`config.mk`:
```
export PLATFORM = sky130hd
export DESIGN_NAME = image_histogram_engine
export DESIGN_NICKNAME = d
export VERILOG_FILES = /design/src/hdl/ihe_pkg.sv /design/src/hdl/ihe_bin_ram.sv /design/src/hdl/ihe_bin_div.sv /design/src/hdl/ihe_mode_div.sv /design/src/hdl/image_histogram_engine.sv
export SDC_FILE = /design/constraint.sdc
export NUM_CORES = 2
export LEC_CHECK = 0
export BUFFER_PORTS_ARGS = -buffer_cell sky130_fd_sc_hd__buf_2
export CAP_MARGIN = 20
export CELL_PAD_IN_SITES_DETAIL_PLACEMENT = 0
export CELL_PAD_IN_SITES_GLOBAL_PLACEMENT = 2
export CORE_MARGIN = 2
export CORE_UTILIZATION = 39
export CTS_CLUSTER_DIAMETER = 80
export DETAILED_ROUTE_END_ITERATION = 12
export PLACE_DENSITY_LB_ADDON = 0.1
export SYNTH_ARGS = -nofsm -noshare
export SYNTH_HDL_FRONTEND = slang
export SYNTH_SLANG_ARGS = --single-unit
```
`constraint.sdc`:
```
create_clock -name i_clk -period 7.15 [get_ports i_clk]
set_input_delay 0.715 -clock i_clk [delete_from_list [all_inputs] [get_ports i_clk]]
set_output_delay 0.715 -clock i_clk [all_outputs]
set_load 0.02 [all_outputs]
```
`src/hdl/ihe_pkg.sv`:
```
// shared widths, register indexes and types of the image histogram engine
package ihe_pkg;

    localparam int PIX_W      = 16;
    localparam int IDX_W      = 6;
    localparam int TOT_W      = 24;
    localparam int IN_DATA_W  = 16;
    localparam int OUT_DATA_W = 80;
    localparam int OUT_PAD_W  = OUT_DATA_W - (IDX_W + TOT_W + TOT_W + PIX_W + IDX_W);
    localparam int CFG_IDX_W  = 2;
    localparam int CFG_DATA_W = 16;
    localparam int BINS_CFG_W = 7;

    localparam logic [CFG_IDX_W-1:0] CFG_RANGE_LOW  = 2'd0;
    localparam logic [CFG_IDX_W-1:0] CFG_RANGE_HIGH = 2'd1;
    localparam logic [CFG_IDX_W-1:0] CFG_BINS       = 2'd2;

    localparam logic [TOT_W-1:0] TOT_MAX = {TOT_W{1'b1}};

    typedef struct packed {
        logic vld;
        logic cnt;
        logic last;
    } t_pix_tag;

endpackage

```
`src/hdl/ihe_bin_ram.sv`:
```
// bin count memory, one write and one registered read port, valid bit per entry
module ihe_bin_ram #(
    parameter int DEPTH = 64,
    parameter int AW    = 6,
    parameter int DW    = 24
) (
    input  logic          i_clk,
    input  logic          i_rst_n,
    input  logic          i_we,
    input  logic [AW-1:0] i_waddr,
    input  logic [DW-1:0] i_wdata,
    input  logic          i_re,
    input  logic [AW-1:0] i_raddr,
    input  logic          i_clear,
    output logic [DW-1:0] o_rdata
);

    logic [DW-1:0]    r_mem [DEPTH];
    logic [DW-1:0]    r_rdata;
    logic [DEPTH-1:0] r_valid;
    logic             r_rd_ok;

    always_ff @(posedge i_clk) begin
        if (i_we) begin
            r_mem[i_waddr] <= i_wdata;
        end
        if (i_re) begin
            r_rdata <= r_mem[i_raddr];
        end
    end

    always_ff @(posedge i_clk) begin
        if (!i_rst_n || i_clear) begin
            r_valid <= '0;
            r_rd_ok <= 1'b0;
        end else begin
            if (i_we) begin
                r_valid[i_waddr] <= 1'b1;
            end
            if (i_re) begin
                r_rd_ok <= r_valid[i_raddr];
            end
        end
    end

    // never written since reset or last dump reads as zero
    assign o_rdata = r_rd_ok ? r_rdata : '0;

endmodule

```
`src/hdl/ihe_bin_div.sv`:
```
// range check, scaling multiply and pipelined restoring divider for the bin number
module ihe_bin_div #(
    parameter int QW = 7
) (
    input  logic                    i_clk,
    input  logic                    i_rst_n,
    input  logic                    i_vld,
    input  logic [ihe_pkg::PIX_W-1:0] i_pixel,
    input  logic                    i_last,
    input  logic [ihe_pkg::PIX_W-1:0] i_low,
    input  logic [ihe_pkg::PIX_W-1:0] i_high,
    input  logic [QW-1:0]           i_bins,
    output logic [QW-1:0]           o_quot,
    output logic                    o_zero,
    output ihe_pkg::t_pix_tag       o_tag
);

    localparam int NUM_W = ihe_pkg::PIX_W + QW;

    ihe_pkg::t_pix_tag         r_tag  [QW+1];
    logic [NUM_W-1:0]          r_rem  [QW+1];
    logic [QW-1:0]             r_quot [QW+1];
    logic                      r_zero [QW+1];

    logic [ihe_pkg::PIX_W-1:0] w_span;
    logic [ihe_pkg::PIX_W-1:0] w_diff;
    logic                      w_in_range;

    assign w_span     = i_high - i_low;
    assign w_diff     = i_pixel - i_low;
    assign w_in_range = (i_low <= i_high) && (i_pixel >= i_low) && (i_pixel <= i_high);

    always_ff @(posedge i_clk) begin
        if (!i_rst_n) begin
            r_tag[0] <= '0;
        end else begin
            r_tag[0].vld  <= i_vld;
            r_tag[0].cnt  <= i_vld && w_in_range;
            r_tag[0].last <= i_vld && i_last;
        end
    end

    always_ff @(posedge i_clk) begin
        r_rem[0]  <= NUM_W'(w_diff * i_bins);
        r_quot[0] <= '0;
        r_zero[0] <= (w_span == '0);
    end

    for (genvar s = 1; s <= QW; s++) begin : g_stage
        localparam int J = QW - s;
        logic [NUM_W-1:0] w_trial;
        logic             w_ge;

        assign w_trial = NUM_W'(w_span) << J;
        assign w_ge    = (r_rem[s-1] >= w_trial);

        always_ff @(posedge i_clk) begin
            if (!i_rst_n) begin
                r_tag[s] <= '0;
            end else begin
                r_tag[s] <= r_tag[s-1];
            end
        end

        always_ff @(posedge i_clk) begin
            r_rem[s]  <= w_ge ? (r_rem[s-1] - w_trial) : r_rem[s-1];
            r_quot[s] <= r_quot[s-1] | (QW'(w_ge) << J);
            r_zero[s] <= r_zero[s-1];
        end
    end

    assign o_quot = r_quot[QW];
    assign o_zero = r_zero[QW];
    assign o_tag  = r_tag[QW];

endmodule

```
`src/hdl/ihe_mode_div.sv`:
```
// multiply and bit-serial divide for the pixel value of the mode bin
module ihe_mode_div #(
    parameter int BIN_W = 6,
    parameter int DEN_W = 7
) (
    input  logic                      i_clk,
    input  logic                      i_rst_n,
    input  logic                      i_start,
    input  logic [ihe_pkg::PIX_W-1:0] i_span,
    input  logic [BIN_W-1:0]          i_mode_bin,
    input  logic [DEN_W-1:0]          i_bins,
    output logic                      o_done,
    output logic [ihe_pkg::PIX_W-1:0] o_quot
);

    localparam int NUM_W = ihe_pkg::PIX_W + BIN_W;
    localparam int CNT_W = $clog2(NUM_W + 1);

    logic [NUM_W-1:0] r_num;
    logic [NUM_W-1:0] r_quot;
    logic [DEN_W-1:0] r_rem;
    logic [CNT_W-1:0] r_cnt;
    logic             r_busy;
    logic             r_done;

    logic [DEN_W:0]   w_rem_sh;
    logic             w_ge;
    logic [DEN_W:0]   w_rem_sub;

    assign w_rem_sh  = {r_rem, r_num[NUM_W-1]};
    assign w_ge      = (w_rem_sh >= {1'b0, i_bins});
    assign w_rem_sub = w_rem_sh - {1'b0, i_bins};

    always_ff @(posedge i_clk) begin
        if (!i_rst_n) begin
            r_busy <= 1'b0;
            r_done <= 1'b0;
            r_cnt  <= '0;
        end else begin
            r_done <= 1'b0;
            if (i_start) begin
                r_busy <= 1'b1;
                r_cnt  <= CNT_W'(NUM_W);
            end else if (r_busy) begin
                r_cnt <= r_cnt - 1'b1;
                if (r_cnt == CNT_W'(1)) begin
                    r_busy <= 1'b0;
                    r_done <= 1'b1;
                end
            end
        end
    end

    always_ff @(posedge i_clk) begin
        if (i_start) begin
            r_num  <= NUM_W'(i_span * i_mode_bin);
            r_rem  <= '0;
            r_quot <= '0;
        end else if (r_busy) begin
            r_num  <= r_num << 1;
            r_rem  <= w_ge ? w_rem_sub[DEN_W-1:0] : w_rem_sh[DEN_W-1:0];
            r_quot <= {r_quot[NUM_W-2:0], w_ge};
        end
    end

    assign o_done = r_done;
    assign o_quot = r_quot[ihe_pkg::PIX_W-1:0];

endmodule

```
`src/hdl/image_histogram_engine.sv`:
```
// image histogram engine top level: bin update pipeline and dump sequencer
//
//  channel   dir  handshake                     contents
//  s_axis    in   i_s_axis_tvalid/o_..._tready  tdata pixel, tlast last
//  m_axis    out  o_m_axis_tvalid/i_..._tready  tdata bin result, tlast final_res
//  cfg       in   i_cfg_we                      i_cfg_idx, i_cfg_data
//
//  pixels: one transfer per cycle; a count is written back through the range register, the
//  divider stages and the write register; the read-modify-write of the bin memory forwards
//  the previous write. dump after a last pixel: one memory read per bin for the mode
//  search, then the mode value divider, then one result per cycle while the receiver is
//  ready, out of the memory read port; no pixel is taken from the last pixel to the final
//  result. reset clears the per-entry valid bits at once, so no clearing pass runs.
module image_histogram_engine #(
    parameter int MAX_BINS    = 64,
    parameter int COUNT_WIDTH = 24
) (
    input  logic                               i_clk,
    input  logic                               i_rst_n,
    input  logic                               i_s_axis_tvalid,
    output logic                               o_s_axis_tready,
    input  logic [ihe_pkg::IN_DATA_W-1:0]      i_s_axis_tdata,  // pixel
    input  logic                               i_s_axis_tlast,
    output logic                               o_m_axis_tvalid,
    input  logic                               i_m_axis_tready,
    // bin_index, bin_total, cumulative_total, mode_value, mode_bin, zero pad
    output logic [ihe_pkg::OUT_DATA_W-1:0]     o_m_axis_tdata,
    output logic                               o_m_axis_tlast,
    input  logic                               i_cfg_we,
    input  logic [ihe_pkg::CFG_IDX_W-1:0]      i_cfg_idx,
    input  logic [ihe_pkg::CFG_DATA_W-1:0]     i_cfg_data
);

    localparam int BIN_W  = $clog2(MAX_BINS);
    localparam int CNTB_W = $clog2(MAX_BINS + 1);
    localparam logic [COUNT_WIDTH-1:0] CNT_MAX = {COUNT_WIDTH{1'b1}};

    typedef enum logic [1:0] {
        ST_ACCUM,
        ST_SCAN,
        ST_MODE,
        ST_EMIT
    } t_state;

    function automatic logic [ihe_pkg::TOT_W-1:0] f_clip(input logic [COUNT_WIDTH-1:0] v);
        logic [32:0] e;
        e = 33'(v);
        f_clip = (e > 33'(ihe_pkg::TOT_MAX)) ? ihe_pkg::TOT_MAX : e[ihe_pkg::TOT_W-1:0];
    endfunction

    // configuration
    logic [ihe_pkg::PIX_W-1:0]      r_low;
    logic [ihe_pkg::PIX_W-1:0]      r_high;
    logic [ihe_pkg::BINS_CFG_W-1:0] r_bins_cfg;

    always_ff @(posedge i_clk) begin
        if (!i_rst_n) begin
            r_low      <= '0;
            r_high     <= '1;
            r_bins_cfg <= ihe_pkg::BINS_CFG_W'(64);
        end else if (i_cfg_we) begin
            case (i_cfg_idx)
                ihe_pkg::CFG_RANGE_LOW:  r_low      <= i_cfg_data;
                ihe_pkg::CFG_RANGE_HIGH: r_high     <= i_cfg_data;
                ihe_pkg::CFG_BINS:       r_bins_cfg <= i_cfg_data[ihe_pkg::BINS_CFG_W-1:0];
                default: ;
            endcase
        end
    end

    logic [CNTB_W-1:0] w_bins;
    logic [BIN_W-1:0]  w_last_bin;

    always_comb begin
        if (r_bins_cfg == '0) begin
            w_bins = CNTB_W'(1);
        end else if (r_bins_cfg > ihe_pkg::BINS_CFG_W'(MAX_BINS)) begin
            w_bins = CNTB_W'(MAX_BINS);
        end else begin
            w_bins = CNTB_W'(r_bins_cfg);
        end
    end

    assign w_last_bin = BIN_W'(w_bins - CNTB_W'(1));

    // state
    t_state                    r_state;
    logic                      r_last_pend;
    logic [BIN_W-1:0]          r_k;
    logic                      r_sc_rd;
    logic                      r_sc_dv;
    logic [BIN_W-1:0]          r_sc_idx;
    logic [COUNT_WIDTH-1:0]    r_best;
    logic [BIN_W-1:0]          r_mode_bin;
    logic [ihe_pkg::PIX_W-1:0] r_mode_val;
    logic [BIN_W-1:0]          r_em_idx;
    logic [COUNT_WIDTH-1:0]    r_cum;
    logic                      r_out_vld;
    logic                      r_out_last;
    logic [ihe_pkg::OUT_DATA_W-1:0] r_out_data;

    // input side and bin number pipeline
    logic                      w_in_acc;
    logic [CNTB_W-1:0]         w_quot;
    logic                      w_zero;
    ihe_pkg::t_pix_tag         w_tag;
    logic [BIN_W-1:0]          w_bin_addr;

    assign o_s_axis_tready = (r_state == ST_ACCUM) && !r_last_pend;
    assign w_in_acc        = i_s_axis_tvalid && o_s_axis_tready;

    ihe_bin_div #(
        .QW (CNTB_W)
    ) u_bin_div (
        .i_clk   (i_clk),
        .i_rst_n (i_rst_n),
        .i_vld   (w_in_acc),
        .i_pixel (i_s_axis_tdata[ihe_pkg::PIX_W-1:0]),
        .i_last  (i_s_axis_tlast),
        .i_low   (r_low),
        .i_high  (r_high),
        .i_bins  (w_bins),
        .o_quot  (w_quot),
        .o_zero  (w_zero),
        .o_tag   (w_tag)
    );

    always_comb begin
        if (w_zero) begin
            w_bin_addr = '0;
        end else if (w_quot >= w_bins) begin
            w_bin_addr = w_last_bin;
        end else begin
            w_bin_addr = BIN_W'(w_quot);
        end
    end

    // read-modify-write of bin counts
    logic                   r_w_cnt;
    logic                   r_w_last;
    logic [BIN_W-1:0]       r_w_addr;
    logic                   r_fw_vld;
    logic [BIN_W-1:0]       r_fw_addr;
    logic [COUNT_WIDTH-1:0] r_fw_data;
    logic [COUNT_WIDTH-1:0] w_rdata;
    logic [COUNT_WIDTH-1:0] w_base;
    logic                   w_wr_en;
    logic [COUNT_WIDTH-1:0] w_wr_data;

    assign w_base    = (r_fw_vld && (r_fw_addr == r_w_addr)) ? r_fw_data : w_rdata;
    assign w_wr_en   = r_w_cnt;
    assign w_wr_data = (w_base == CNT_MAX) ? w_base : (w_base + 1'b1);

    always_ff @(posedge i_clk) begin
        if (!i_rst_n) begin
            r_w_cnt  <= 1'b0;
            r_w_last <= 1'b0;
            r_fw_vld <= 1'b0;
        end else begin
            r_w_cnt  <= w_tag.vld && w_tag.cnt;
            r_w_last <= w_tag.vld && w_tag.last;
            r_fw_vld <= w_wr_en;
        end
    end

    always_ff @(posedge i_clk) begin
        r_w_addr  <= w_bin_addr;
        r_fw_addr <= r_w_addr;
        r_fw_data <= w_wr_data;
    end

    // dump sequencing
    logic                      w_out_free;
    logic                      w_emit_final;
    logic                      w_out_load;
    logic                      w_sc_better;
    logic [BIN_W-1:0]          w_mode_nxt;
    logic                      w_sc_end;
    logic                      w_md_done;
    logic [ihe_pkg::PIX_W-1:0] w_md_quot;
    logic [COUNT_WIDTH:0]      w_cum_sum;
    logic [COUNT_WIDTH-1:0]    w_cum;
    logic                      w_rd_en;
    logic [BIN_W-1:0]          w_rd_addr;
    logic                      w_clear;

    assign w_out_free   = !r_out_vld || i_m_axis_tready;
    assign w_emit_final = (r_em_idx == w_last_bin);
    assign w_out_load   = (r_state == ST_EMIT) && w_out_free;
    assign w_sc_better  = r_sc_dv && (w_rdata > r_best);
    assign w_mode_nxt   = w_sc_better ? r_sc_idx : r_mode_bin;
    assign w_sc_end     = (r_state == ST_SCAN) && r_sc_dv && (r_sc_idx == w_last_bin);
    assign w_cum_sum    = (COUNT_WIDTH + 1)'(r_cum) + (COUNT_WIDTH + 1)'(w_rdata);
    assign w_cum        = w_cum_sum[COUNT_WIDTH] ? CNT_MAX : w_cum_sum[COUNT_WIDTH-1:0];
    assign w_clear      = w_out_load && w_emit_final;

    always_comb begin
        case (r_state)
            ST_ACCUM: begin
                w_rd_en   = w_tag.vld && w_tag.cnt;
                w_rd_addr = w_bin_addr;
            end
            ST_SCAN: begin
                w_rd_en   = r_sc_rd;
                w_rd_addr = r_k;
            end
            ST_MODE: begin
                w_rd_en   = w_md_done;
                w_rd_addr = '0;
            end
            ST_EMIT: begin
                w_rd_en   = w_out_load && !w_emit_final;
                w_rd_addr = r_em_idx + 1'b1;
            end
            default: begin
                w_rd_en   = 1'b0;
                w_rd_addr = '0;
            end
        endcase
    end

    ihe_bin_ram #(
        .DEPTH (MAX_BINS),
        .AW    (BIN_W),
        .DW    (COUNT_WIDTH)
    ) u_bin_ram (
        .i_clk   (i_clk),
        .i_rst_n (i_rst_n),
        .i_we    (w_wr_en),
        .i_waddr (r_w_addr),
        .i_wdata (w_wr_data),
        .i_re    (w_rd_en),
        .i_raddr (w_rd_addr),
        .i_clear (w_clear),
        .o_rdata (w_rdata)
    );

    ihe_mode_div #(
        .BIN_W (BIN_W),
        .DEN_W (CNTB_W)
    ) u_mode_div (
        .i_clk      (i_clk),
        .i_rst_n    (i_rst_n),
        .i_start    (w_sc_end),
        .i_span     (r_high - r_low),
        .i_mode_bin (w_mode_nxt),
        .i_bins     (w_bins),
        .o_done     (w_md_done),
        .o_quot     (w_md_quot)
    );

    always_ff @(posedge i_clk) begin
        if (!i_rst_n) begin
            r_state     <= ST_ACCUM;
            r_last_pend <= 1'b0;
            r_k         <= '0;
            r_sc_rd     <= 1'b0;
            r_sc_dv     <= 1'b0;
            r_sc_idx    <= '0;
            r_best      <= '0;
            r_mode_bin  <= '0;
            r_mode_val  <= '0;
            r_em_idx    <= '0;
            r_cum       <= '0;
            r_out_vld   <= 1'b0;
            r_out_last  <= 1'b0;
            r_out_data  <= '0;
        end else begin
            if (r_out_vld && i_m_axis_tready) begin
                r_out_vld <= 1'b0;
            end
            case (r_state)
                ST_ACCUM: begin
                    if (w_in_acc && i_s_axis_tlast) begin
                        r_last_pend <= 1'b1;
                    end
                    if (r_w_last) begin
                        r_state    <= ST_SCAN;
                        r_k        <= '0;
                        r_sc_rd    <= 1'b1;
                        r_sc_dv    <= 1'b0;
                        r_best     <= '0;
                        r_mode_bin <= '0;
                    end
                end
                ST_SCAN: begin
                    r_sc_dv  <= r_sc_rd;
                    r_sc_idx <= r_k;
                    if (r_sc_rd) begin
                        if (r_k == w_last_bin) begin
                            r_sc_rd <= 1'b0;
                        end else begin
                            r_k <= r_k + 1'b1;
                        end
                    end
                    if (w_sc_better) begin
                        r_best     <= w_rdata;
                        r_mode_bin <= r_sc_idx;
                    end
                    if (w_sc_end) begin
                        r_state <= ST_MODE;
                    end
                end
                ST_MODE: begin
                    if (w_md_done) begin
                        r_mode_val <= (r_high > r_low) ? (r_low + w_md_quot) : r_low;
                        r_em_idx   <= '0;
                        r_cum      <= '0;
                        r_state    <= ST_EMIT;
                    end
                end
                ST_EMIT: begin
                    if (w_out_load) begin
                        r_out_vld  <= 1'b1;
                        r_out_last <= w_emit_final;
                        r_out_data <= {
                            ihe_pkg::OUT_PAD_W'(0),
                            w_emit_final ? ihe_pkg::IDX_W'(r_mode_bin) : ihe_pkg::IDX_W'(0),
                            w_emit_final ? r_mode_val : ihe_pkg::PIX_W'(0),
                            f_clip(w_cum),
                            f_clip(w_rdata),
                            ihe_pkg::IDX_W'(r_em_idx)
                        };
                        r_cum <= w_cum;
                        if (w_emit_final) begin
                            r_state     <= ST_ACCUM;
                            r_last_pend <= 1'b0;
                        end else begin
                            r_em_idx <= r_em_idx + 1'b1;
                        end
                    end
                end
                default: r_state <= ST_ACCUM;
            endcase
        end
    end

    assign o_m_axis_tvalid = r_out_vld;
    assign o_m_axis_tdata  = r_out_data;
    assign o_m_axis_tlast  = r_out_last;

`ifndef SYNTHESIS
    // no count update while the dump owns the memory
    a_no_write_in_dump: assert property (@(posedge i_clk) disable iff (!i_rst_n)
        (r_state != ST_ACCUM) |-> !w_wr_en)
        else $error("bin write during dump");

    // final result hands the block back to pixel intake
    a_final_reopens: assert property (@(posedge i_clk) disable iff (!i_rst_n)
        (w_out_load && w_emit_final) |=> (r_state == ST_ACCUM) && !r_last_pend
            && o_m_axis_tlast)
        else $error("final result did not reopen input");

    // mode search stays within bins in use
    a_mode_in_range: assert property (@(posedge i_clk) disable iff (!i_rst_n)
        (r_state == ST_MODE) |-> (r_mode_bin <= w_last_bin))
        else $error("mode bin beyond bins in use");

    // no pixel taken while a dump is pending
    a_no_intake_in_dump: assert property (@(posedge i_clk) disable iff (!i_rst_n)
        r_last_pend |-> !w_in_acc)
        else $error("pixel transfer after last pixel");
`endif

endmodule

```
==> results.yml <==
yosys:
  ys_top_cells_by_area: "edfxtp_1, dfxtp_1, nand2_1"
  synth.distinct_cells: 94
  synthTopCellsByCount: "nand2_1, edfxtp_1, nand3_1"
  async_flop_share_pct: 0
  synth_area_leader_cell: "edfxtp_1"
  synth.yosys.seq_area_share_pct: 60.5
  postSynthAreaPerCell_sq_um: 11.0
  synth_flop_cell: "edfxtp_1"
  ys_warn_count: 0
  synth_edf_count: 1582
  synth_area_sq_um: 97300
  synth_cells: 8881
  synth_top_area_share_pct: 48.8
  post-synth-top-count-cell: "nand2_1"
  synth_seq_cells: 2147
final_layout:
  finish.utilization_pct: 45.2
  stdcell_count: 12695
  final_nets: 9665
  syn_to_final_growth_pct: 15.4
  final_area_sq_um: 112000
  layout-drive-gt1-share_pct: 11.8
placed_design:
  numPlacedInstances: 12257
  place_ws_ns: -0.238
  port_buffers: 118
  hpwlAfterDp_mm: 197
  gp_congestion: 0.838
  post_dp_cell_area_sq_um: 105000
timing:
  period_needed_ns: 6.81
  worst_slack_ns: 0.345
  relSlewSlack_pct: 20.4
  final.setup_skew_ns: 0.0739
  max_freq_mhz: 147
  tightest_slew_ns: 1.19
  maxSlewViolCount: 0
  finalSetupViolCount: 0
  min_period_over_period_pct: 95.2
  hold_viol_final: 0
  setup_tns_ns: 0
  rsz0062_at_grt: "false"
clocking:
  cts_hold_buffers: 0
  cts_buffers: 234
  clk_latency_ns: 0.89
  cts_root_buffer: "clkbuf_16"
  cts_max_path_buffers: 3
  clk_pin_slew_ns: 0.06
  cts_tree: "yes"
  htreeDepth: 4
  cts_sinks: 2147
floorplan:
  die_w_microns: 503
  io_pins: 123
  initial_core_util_pct: 39.2
  die_h_microns: 503
  row_count: 183
  core_sq_um: 248000
  die-area_sq_um: 253000
critical_path:
  critPathRequiredTime_ns: 7.72
  startpoint_type: "register"
  cpMaxStageDelayCell: "fa_1"
  worstSetupEndpointType: "register"
  reg2reg_slack_ns: 0.34
  cp_max_fo: 8
  worstPathArrival_ns: 7.37
  critPathKind: "register to register"
  critPathMaxStageDelay_ns: 0.56
route:
  routedWlPerCell_microns: 24.5
  drt-total-wl_mm: 311
  routed_via_density: 5.40
  drc: 0
  vias: 68511
  first_pass_iters: 5
  antenna_left: 0
  drtIter0Drc: 6020
grt:
  antenna_found_initial: 11
  grt_usage_pct: 24.2
  gr-total-overflow: 0
  grt_pass1_wl_mm: 455
  grt_pass1_vias: 66504
  grt_max_degree: 133
pwr:
  total_leakage_power_nw: 43.1
  irDropWorstVdd_mv: 0.315
  swShare_pct: 36.2
  seqPwrFrac_pct: 37.4
  power.share.clock_pct: 30.7
  pwr_density_cell_nw_per_um2: 336
  power_frac_comb_pct: 31.8
  p_sw_w: 0.0137
  intPower_w: 0.0241
min_path:
  hold_class: "primary input to register"
job:
  maxCapViolations: 0
run_status:
  outcome: "finished clean"
[path summary, 6_finish.rpt]
check,from,end,cells after the start
worst min-delay path,i_cfg_data[2],r_low[2],3
worst max-delay path,u_bin_ram.r_rd_ok,u_mode_div.r_num[20],33
worst max register to register,u_bin_ram.r_rd_ok,u_mode_div.r_num[20],33
worst min register to register,u_bin_div.r_quot[0][20],u_bin_div.r_quot[0][27],0
[logic make-up (layout without fill, tap and decap cells)]
group / count (synthesis) / after routing / synth area share [%]
AND/OR/NAND/NOR: 3768 / 3768 / 17.0
other: 1 / 5 / 0.00386
flip-flops: 2147 / 2147 / 60.5
XOR/XNOR: 237 / 237 / 2.13
AO/OA/AOI/OAI: 1359 / 1359 / 9.19
multiplexers: 101 / 101 / 1.09
adder cells (fa/ha/maj): 453 / 453 / 6.88
buffers and inverters: 815 / 1295 / 3.25
[critical path: cells and delay by family, from the launching register on]
family	cells	cell delay, ns
buf+inv	8	0.88
mux	2	0.50
simple gates	7	0.84
fa+ha+maj	5	1.92
flops	1	0.34
compound gates	11	2.01
[power by group through the flow]
stage / sequential, W / clock [W] / combinational (W)
floorplan: 0.0142 / 0 / 0.00676
global placement: 0.0144 / 0 / 0.0121
detailed placement: 0.0144 / 0 / 0.0120
CTS: 0.0141 / 0.0119 / 0.0121
global route: 0.0142 / 0.0124 / 0.0130
finish: 0.0141 / 0.0116 / 0.0120
[cell type report]
type | count | area (sq um)
antenna | 1 | 2.50
clock buffer | 324 | 6340
clock inverter | 102 | 965
fill | 23257 | 136000
inverter | 333 | 1250
multi-input combinational | 5922 | 36400
sequential | 2147 | 58800
tap | 3330 | 4170
timing repair buffer | 536 | 4330
[per-stage QoR]
| step | hold slack [ns] | total power (W) |
|---|---|---|
| floorplan | 0.310 | 0.0210 |
| global placement | 0.311 | 0.0265 |
| detailed placement | 0.313 | 0.0264 |
| CTS | 0.0634 | 0.0381 |
| global route | 0.0888 | 0.0395 |
| finish | 0.123 | 0.0378 |
[cells in the final DEF, fill, tap and decap left out, types with 76 or more instances in the layout]
cell type     n
edfxtp_1   1582
a21o_1       78
and3_1      162
o21ai_0     209
nand2_1    2003
buf_2       117
a31oi_1     147
fa_1        136
nor2_1      417
dfxtp_1     563
xnor2_1     138
clkbuf_1     76
o21a_1       88
a311oi_1    104
ha_1        309
nand4_1      83
buf_4       369
nand3_1     686
clkbuf_16   235
inv_1       326
a21oi_1     364
[sequential cells by signal (all words and copies together) (netlist names), 28 cells and up]
name / cells
u_bin_div.r_rem: 161
u_bin_div.r_quot: 28
u_bin_ram.r_mem: 1536
o_m_axis_tdata: 76
u_bin_ram.r_valid: 64
[metal layers]
metal	up-vias	track usage (%)	part of all wire (%)
met5	-	0	0
met4	0	5.68	2.3
met3	322	3.00	5.1
met2	1682	40.2	48
met1	34257	33.8	45
li1	32250	-	-
[what timing repair did]
item,4_1_cts,5_1_grt
endpoints found under the setup margin,2,15
pin swaps,1,31
resized for setup,2,61
setup buffers,4,4
Power figures use the tool's default switching activity.
